## src/scpm_pkg.sv

```systemverilog
// Shared types and constants of the segment cut profile block
package scpm_pkg;

  // Request kinds
  localparam logic [1:0] KIND_CUT   = 2'd0;
  localparam logic [1:0] KIND_RESET = 2'd1;
  localparam logic [1:0] KIND_READ  = 2'd2;

  // Configuration port
  localparam int CFG_IDX_W  = 1;
  localparam int CFG_DATA_W = 15;
  localparam logic [CFG_IDX_W-1:0] REG_WORK_LENGTH = 1'b0;
  localparam logic [CFG_IDX_W-1:0] REG_MAX_RADIUS  = 1'b1;
  localparam logic [10:0] WORK_LENGTH_RST = 11'd1024;
  localparam logic [14:0] MAX_RADIUS_RST  = 15'd1024;

  // Divider and slope accumulator widths
  localparam int DIV_NW = 32;
  localparam int DIV_DW = 16;
  localparam int QW     = 18;

  typedef enum logic [3:0] {
    ST_BOOT_FILL,
    ST_IDLE,
    ST_PREP,
    ST_MUL,
    ST_DIVQ,
    ST_DIVQ_WAIT,
    ST_DIVO,
    ST_DIVO_WAIT,
    ST_WALK,
    ST_DRAIN,
    ST_FILL,
    ST_RD,
    ST_RD_WAIT,
    ST_RESULT
  } state_t;

  typedef struct packed {
    logic load;
    logic prep;
    logic mul;
    logic div_start;
    logic div_off;
    logic take_step;
    logic take_off;
    logic step;
    logic fill;
    logic boot;
    logic rd_issue;
    logic rd_take;
    logic push;
  } cmd_t;

  typedef struct packed {
    logic [1:0] kind;
    logic       empty;
    logic       vertical;
    logic       rd_ok;
    logic       div_done;
    logic       walk_last;
    logic       fill_last;
    logic       out_free;
  } status_t;

endpackage

```

## src/scpm_ctrl.sv

```systemverilog
// Controller: sequences set-up, divisions, column walk, fill and result hand-off
module scpm_ctrl (
  input  logic              clk,
  input  logic              rst_n,
  input  logic              in_valid,
  output logic              in_ready,
  input  scpm_pkg::status_t status,
  output scpm_pkg::cmd_t    cmd
);
  scpm_pkg::state_t state_r, state_nxt;

  always_ff @(posedge clk) begin
    if (!rst_n) begin
      state_r <= scpm_pkg::ST_BOOT_FILL;
    end else begin
      state_r <= state_nxt;
    end
  end

  always_comb begin
    state_nxt = state_r;
    case (state_r)
      scpm_pkg::ST_BOOT_FILL: if (status.fill_last) state_nxt = scpm_pkg::ST_IDLE;
      scpm_pkg::ST_IDLE:      if (in_valid) state_nxt = scpm_pkg::ST_PREP;
      scpm_pkg::ST_PREP: begin
        case (status.kind)
          scpm_pkg::KIND_CUT: begin
            if (status.empty) begin
              state_nxt = scpm_pkg::ST_RESULT;
            end else if (status.vertical) begin
              state_nxt = scpm_pkg::ST_WALK;
            end else begin
              state_nxt = scpm_pkg::ST_MUL;
            end
          end
          scpm_pkg::KIND_RESET: state_nxt = scpm_pkg::ST_FILL;
          scpm_pkg::KIND_READ:
            state_nxt = status.rd_ok ? scpm_pkg::ST_RD : scpm_pkg::ST_RESULT;
          default: state_nxt = scpm_pkg::ST_RESULT;
        endcase
      end
      scpm_pkg::ST_MUL:       state_nxt = scpm_pkg::ST_DIVQ;
      scpm_pkg::ST_DIVQ:      state_nxt = scpm_pkg::ST_DIVQ_WAIT;
      scpm_pkg::ST_DIVQ_WAIT: if (status.div_done) state_nxt = scpm_pkg::ST_DIVO;
      scpm_pkg::ST_DIVO:      state_nxt = scpm_pkg::ST_DIVO_WAIT;
      scpm_pkg::ST_DIVO_WAIT: if (status.div_done) state_nxt = scpm_pkg::ST_WALK;
      scpm_pkg::ST_WALK:      if (status.walk_last) state_nxt = scpm_pkg::ST_DRAIN;
      scpm_pkg::ST_DRAIN:     state_nxt = scpm_pkg::ST_RESULT;
      scpm_pkg::ST_FILL:      if (status.fill_last) state_nxt = scpm_pkg::ST_RESULT;
      scpm_pkg::ST_RD:        state_nxt = scpm_pkg::ST_RD_WAIT;
      scpm_pkg::ST_RD_WAIT:   state_nxt = scpm_pkg::ST_RESULT;
      scpm_pkg::ST_RESULT:    if (status.out_free) state_nxt = scpm_pkg::ST_IDLE;
      default:                state_nxt = scpm_pkg::ST_IDLE;
    endcase
  end

  always_comb begin
    cmd      = '0;
    in_ready = 1'b0;
    case (state_r)
      scpm_pkg::ST_BOOT_FILL: begin
        cmd.fill = 1'b1;
        cmd.boot = 1'b1;
      end
      scpm_pkg::ST_IDLE: begin
        in_ready = 1'b1;
        cmd.load = in_valid;
      end
      scpm_pkg::ST_PREP: cmd.prep = 1'b1;
      scpm_pkg::ST_MUL:  cmd.mul  = 1'b1;
      scpm_pkg::ST_DIVQ: cmd.div_start = 1'b1;
      scpm_pkg::ST_DIVQ_WAIT: cmd.take_step = status.div_done;
      scpm_pkg::ST_DIVO: begin
        cmd.div_start = 1'b1;
        cmd.div_off   = 1'b1;
      end
      scpm_pkg::ST_DIVO_WAIT: begin
        cmd.div_off  = 1'b1;
        cmd.take_off = status.div_done;
      end
      scpm_pkg::ST_WALK:    cmd.step     = 1'b1;
      scpm_pkg::ST_FILL:    cmd.fill     = 1'b1;
      scpm_pkg::ST_RD:      cmd.rd_issue = 1'b1;
      scpm_pkg::ST_RD_WAIT: cmd.rd_take  = 1'b1;
      scpm_pkg::ST_RESULT:  cmd.push     = status.out_free;
      default: ;
    endcase
  end
endmodule

```

## config.mk

```make
export PLATFORM = sky130hd
export DESIGN_NAME = scpm_ctrl
export DESIGN_NICKNAME = d
export VERILOG_FILES = /design/src/scpm_pkg.sv /design/src/scpm_ctrl.sv
export SDC_FILE = /design/constraint.sdc
export NUM_CORES = 1
export LEC_CHECK = 0
export BUFFER_PORTS_ARGS = -buffer_cell sky130_fd_sc_hd__clkbuf_2
export CORE_AREA = 2 2 39 41
export CTS_BUF_LIST = sky130_fd_sc_hd__clkbuf_4 sky130_fd_sc_hd__clkbuf_8
export CTS_CLUSTER_DIAMETER = 50
export DETAILED_ROUTE_END_ITERATION = 16
export DIE_AREA = 0 0 41 43
export GPL_ROUTABILITY_DRIVEN = 0
export HOLD_SLACK_MARGIN = 0.05
export PLACE_DENSITY = 0.8
export SYNTH_ARGS = -nofsm -noshare
export SYNTH_HDL_FRONTEND = slang
export SYNTH_SLANG_ARGS = --single-unit
```

## constraint.sdc

```tcl
create_clock -name clk -period 1.8 [get_ports clk]
set_input_delay 0.09 -clock clk [delete_from_list [all_inputs] [get_ports clk]]
set_output_delay 0.09 -clock clk [all_outputs]
set_load 0.05 [all_outputs]
```

==> results of run 1 <==
power groups by stage:
| stage | sequential [mW] | combinational (mW) | clock, mW |
|---|---|---|---|
| after detailed placement | 0.130 | 0.470 | 0 |
| final | 0.130 | 0.479 | 0.118 |
| after CTS | 0.129 | 0.477 | 0.118 |
| after global routing | 0.132 | 0.515 | 0.119 |
| after global placement | 0.130 | 0.460 | 0 |
| after floorplan | 0.122 | 0.367 | 0 |
worst max-delay path by stage:
stage | start | endpoint | slack [ns] | cells after the start
finish | state_r[0] | cmd[5] | 0.05 | 4
global route | state_r[0] | cmd[5] | 0.003 | 4
CTS | state_r[3] | cmd[5] | 0.003 | 4
detailed placement | state_r[3] | state_r[0] | 0.13 | 4
global placement | state_r[3] | state_r[0] | 0.22 | 4
floorplan | state_r[2] | state_r[0] | -0.04 | 5
worst max-delay path, delay by kind of cell (launching register included):
family | cells | cell delay (ns)
flops | 1 | 0.38
buf+inv | 2 | 0.43
simple gates | 2 | 0.60
cell usage after synthesis, types with 2 or more instances:
| cell type | count |
|---|---|
| a21oi_1 | 2 |
| buf_2 | 3 |
| dfxtp_1 | 4 |
| ha_1 | 4 |
| inv_1 | 4 |
| nand2_1 | 5 |
| nand2b_1 | 5 |
| nand3_1 | 2 |
| nor2_1 | 14 |
| nor3_1 | 5 |
| o21ai_0 | 7 |
| or3b_2 | 2 |
timing repair:
item,CTS,global route
resized for setup,0,5
setup endpoints to repair,0,2
hold endpoints to repair,0,0
routing by layer:
metal  track usage  part of all wire  vias to the layer above
met5             0                 0                        -
met4        0.0933             0.023                        0
met3        0.0157             0.033                        4
met2         0.353              0.51                       20
met1         0.251              0.43                      318
li1              -                 -                      355
through the flow:
stage               TNS [ns]  setup WS (ns)  instances
finish                     0         0.0544        126
global route               0        0.00315        126
CTS                        0        0.00279        126
detailed placement         0          0.128        123
global placement           0          0.215        123
floorplan            -0.0976        -0.0440         82
layout make-up:
class | count | area [um^2] | share of cell area
clock buffers | 3 | 22.5 | 0.0290
multi-input cells | 69 | 469 | 0.605
flip-flops and latches | 4 | 81.3 | 0.105
well taps | 16 | 20.0 | 0.0258
inverters | 4 | 15.0 | 0.0194
repair buffers | 30 | 168 | 0.216
logic make-up (layout without fill, tap and decap cells):
group	after synthesis	in the layout	share of synthesized area
AO/OA/AOI/OAI	22	22	0.293
buffers and inverters	9	37	0.0776
flip-flops	4	4	0.138
multiplexers	1	1	0.0172
AND/OR/NAND/NOR	41	41	0.373
adder cells (fa/ha/maj)	4	4	0.0862
XOR/XNOR	1	1	0.0151
==> reports/summary.txt, run 1 <==
status - finished, final reports clean
Reg clk slew, reported paths - 0.04 ns
critical path type - flop to output pin
clock tree buffer depth - 2
top post-synthesis cells by area - dfxtp_1 14%, nor2_1 9.1%, ha_1 8.6%
fin crit period - 1.75 ns
drt first pass iters - 4
vias in the first global route - 618
hold slack - 0.147 ns
share of cells above drive strength 1 - 0.391
number of max-cap violations - 0
crit path DAT - 1.66 ns
relative slew slack - 0.569
vias - 697
final hold vios - 0
DIE HEIGHT - 43 um
grt total ovfl - 0
Worst Reg-to-Reg Cells - 4
# nets final - 128
Seq/Total Area, Yosys - 0.138
asr flop ratio synth - 0
CP max FO - 9
Post-DRT Antenna Nets - 0
post-DP HPWL - 1280 um
Worst R2R Start - state_r[0]
Design Area, Final - 776 um^2
P_int - 0.336 mW
final setup fails - 0
Startpoint Class - flop
slowest CP cell - or3b_2
Reg power frac - 0.179
LEAKAGE - 0.369 nW
EDFF count, synth - 0
DR vias/cell - 5.53
CP Cell Sequence - buf_4 -> or3b_2 -> nor2_1 -> clkbuf_4
CTS tree - yes
Worst IR Drop VDD - 0.588 mV
Post-CTS Setup Inserts - 0
most frequent cells in the layout - 23 x clkbuf_2, 13 x nor2_1, 7 x o21ai_0
worst slew pin tran - 0.640 ns
Switch Pwr - 0.391 mW
end-of-flow core utilization - 0.561
initial antenna violation count - 0
top_reg_cell synth - dfxtp_1
Row Count - 14
Hold Crit Start - rst_n
Core Box Area - 1380 um^2
max reg flops - 4
largest net degree at the start of global routing - 16
drt initial violations - 15
post-synthesis cell area - 581 um^2
Worst-Skew Late Latency - 0.25 ns
fill cell count - 142
starting density of the core - 0.420
Top Registers - state_r x4
unrepaired setup endpoints after global routing - no
Ports - 26
commonest non-fill, non-tap cell in the layout - clkbuf_2
total wire length - 1660 um
register bank with the most flops - state_r
total power draw - 0.727 mW
critical path's largest stage delay - 0.50 ns
Area growth, synth to finish - 33.6%
H-tree levels - 1
Slew Viols, Final - 0
GRT Overall Usage - 0.209
Reg2Reg Setup Slack - 0.11 ns
Root Buffer - clkbuf_4
die area - 1760 um^2
Worst Hold Endpoint - state_r[0]
Die Span X - 41 um
mean post-synth cell area - 7.08 um^2
hold_buf cts - 0
Diodes inserted - 0
Unique masters post-synth - 37
Syn. warnings - 0
Net Count, Synth - 98
WHS Path Cells - 2
Comb pwr share - 0.659
CTS buffer count - 3
wire per inst - 13.1 um
Critical Path RT - 1.71 ns
Seq cells post-synth - 4
pwr dens - 937 nW/um^2
final setup skew - 0.00883 ns
Clock Power Share - 0.162
most area-hungry cell type in the Yosys netlist - dfxtp_1
final period utilization - 0.970
Synth Instances - 82
clock sinks - 4
Post-DP Area - 747 um^2
PortBufs - 25
first-pass GRT wire length - 2560 um
worst hold path type - input port to flop
Sw Ratio - 0.538
area share of the largest cell type after synthesis - 0.138
FF-to-FF End - state_r[0]
Max Fclk - 573 MHz
Crit. End Element - output pin
DRC viols - 0
No activity file was read; power rests on OpenSTA's default activity.
==> inputs of run 2 (changes only) <==
Settings changed: RECOVER_POWER set to 100.
==> run 2 against run 1 <==
Effect of this change: worst setup slack is essentially flat; sequential cell count did not move; critical path type unchanged; routed wire length down 0.60%; cell count unchanged; die area unchanged; critical endpoint unchanged; count of clock-buffer cells in the layout unchanged; global-route usage did not move; highest routed layer unchanged.
==> reports/summary.txt, run 2 (synthesis results as in run 1) <==
status - finished, final reports clean
fin crit period - 1.75 ns
grt total ovfl - 0
clock tree buffer depth - 2
# nets final - 128
Crit. End Element - output pin
wire per inst - 13.1 um
Post-DRT Antenna Nets - 0
number of max-cap violations - 0
met3 Track Usage GR - 0.0157
Core Box Area - 1380 um^2
Design Area, Final - 771 um^2
pwr dens - 936 nW/um^2
final period utilization - 0.970
Worst IR Drop VDD - 0.587 mV
Clock Power Share - 0.164
DR vias/cell - 5.56
Critical Path RT - 1.71 ns
Die Span X - 41 um
fill cell count - 145
Sw Ratio - 0.543
total power draw - 0.722 mW
Reg power frac - 0.180
met1 track demand over resource - 0.251
final setup fails - 0
post-DP HPWL - 1280 um
busiest layer in global routing - met2
PortBufs - 25
LEAKAGE - 0.356 nW
total wire length - 1650 um
vias - 700
Area growth, synth to finish - 32.8%
CTS tree - yes
Ports - 26
starting density of the core - 0.420
GRT Overall Usage - 0.209
Post-CTS Setup Inserts - 0
initial antenna violation count - 0
CTS buffer count - 3
hold_buf cts - 0
commonest non-fill, non-tap cell in the layout - clkbuf_2
Slew Viols, Final - 0
share of cells above drive strength 1 - 0.355
vias in the first global route - 618
first-pass GRT wire length - 2560 um
worst slew pin tran - 0.623 ns
critical path type - flop to output pin
P_int - 0.330 mW
Row Count - 14
Comb pwr share - 0.656
Root Buffer - clkbuf_4
Post-DP Area - 747 um^2
drt first pass iters - 4
Switch Pwr - 0.392 mW
relative slew slack - 0.581
GRT met2 Usage - 0.353
die area - 1760 um^2
DIE HEIGHT - 43 um
clock sinks - 4
final hold vios - 0
pre-CTS WS - 0.128 ns
drt initial violations - 18
most frequent cells in the layout - 19 x clkbuf_2, 13 x nor2_1, 7 x o21ai_0
max reg flops - 4
worst hold path type - input port to flop
worst setup margin - 0.0540 ns
Max Fclk - 573 MHz
unrepaired setup endpoints after global routing - no
Startpoint Class - flop
DRC viols - 0
Reg clk slew, reported paths - 0.04 ns
Worst-Skew Late Latency - 0.25 ns
Diodes inserted - 0
CP max FO - 9
H-tree levels - 1
register bank with the most flops - state_r
Resize count post-CTS - 0
final setup skew - 0.00865 ns
largest net degree at the start of global routing - 16
crit path DAT - 1.66 ns
Top Registers - state_r x4
## run 2: final cells by class
cell class	count	area, um^2	area share
tap	16	20.0	0.0260
sequential	4	81.3	0.106
clock buffer	3	22.5	0.0292
inverter	4	15.0	0.0195
timing repair buffer	30	163	0.211
multi-input combinational	69	469	0.609
## run 2: path summary, 6_finish.rpt
kind,startpoint,end,slack [ns],cells after the start
setup / recovery,state_r[0],cmd[5],0.05,4
hold / removal,rst_n,state_r[0],0.14,2
setup reg to reg,state_r[0],state_r[2],0.11,4
hold reg to reg,state_r[3],state_r[3],0.50,2
## run 2: worst max-delay path: stages (launching register included)
cell      delay (ns)
dfxtp_1         0.38
buf_4           0.20
or3b_2          0.50
nor2_1          0.10
clkbuf_4        0.23
## run 2: layer usage
metal | vias up | part of all wire
met1 | 316 | 0.41
met2 | 26 | 0.50
met5 | - | 0
li1 | 354 | -
met3 | 4 | 0.063
met4 | 0 | 0.023
## run 2: power by group through the flow
stage | registers, mW | logic (mW) | clock network, mW
6_report | 0.130 | 0.473 | 0.119
5_1_grt | 0.132 | 0.510 | 0.119
2_1_floorplan | 0.122 | 0.367 | 0
4_1_cts | 0.129 | 0.477 | 0.118
3_5_place_dp | 0.130 | 0.470 | 0
3_3_place_gp | 0.130 | 0.460 | 0
## run 2: through the flow
stage,std cells,hold WS [ns],setup TNS [ns],util
finish,126,0.142,0,0.557
CTS,126,0.151,0,0.556
global placement,123,0.404,0,0.540
detailed placement,123,0.408,0,0.540
floorplan,82,0.199,-0.0976,-
global route,126,0.185,0,0.557
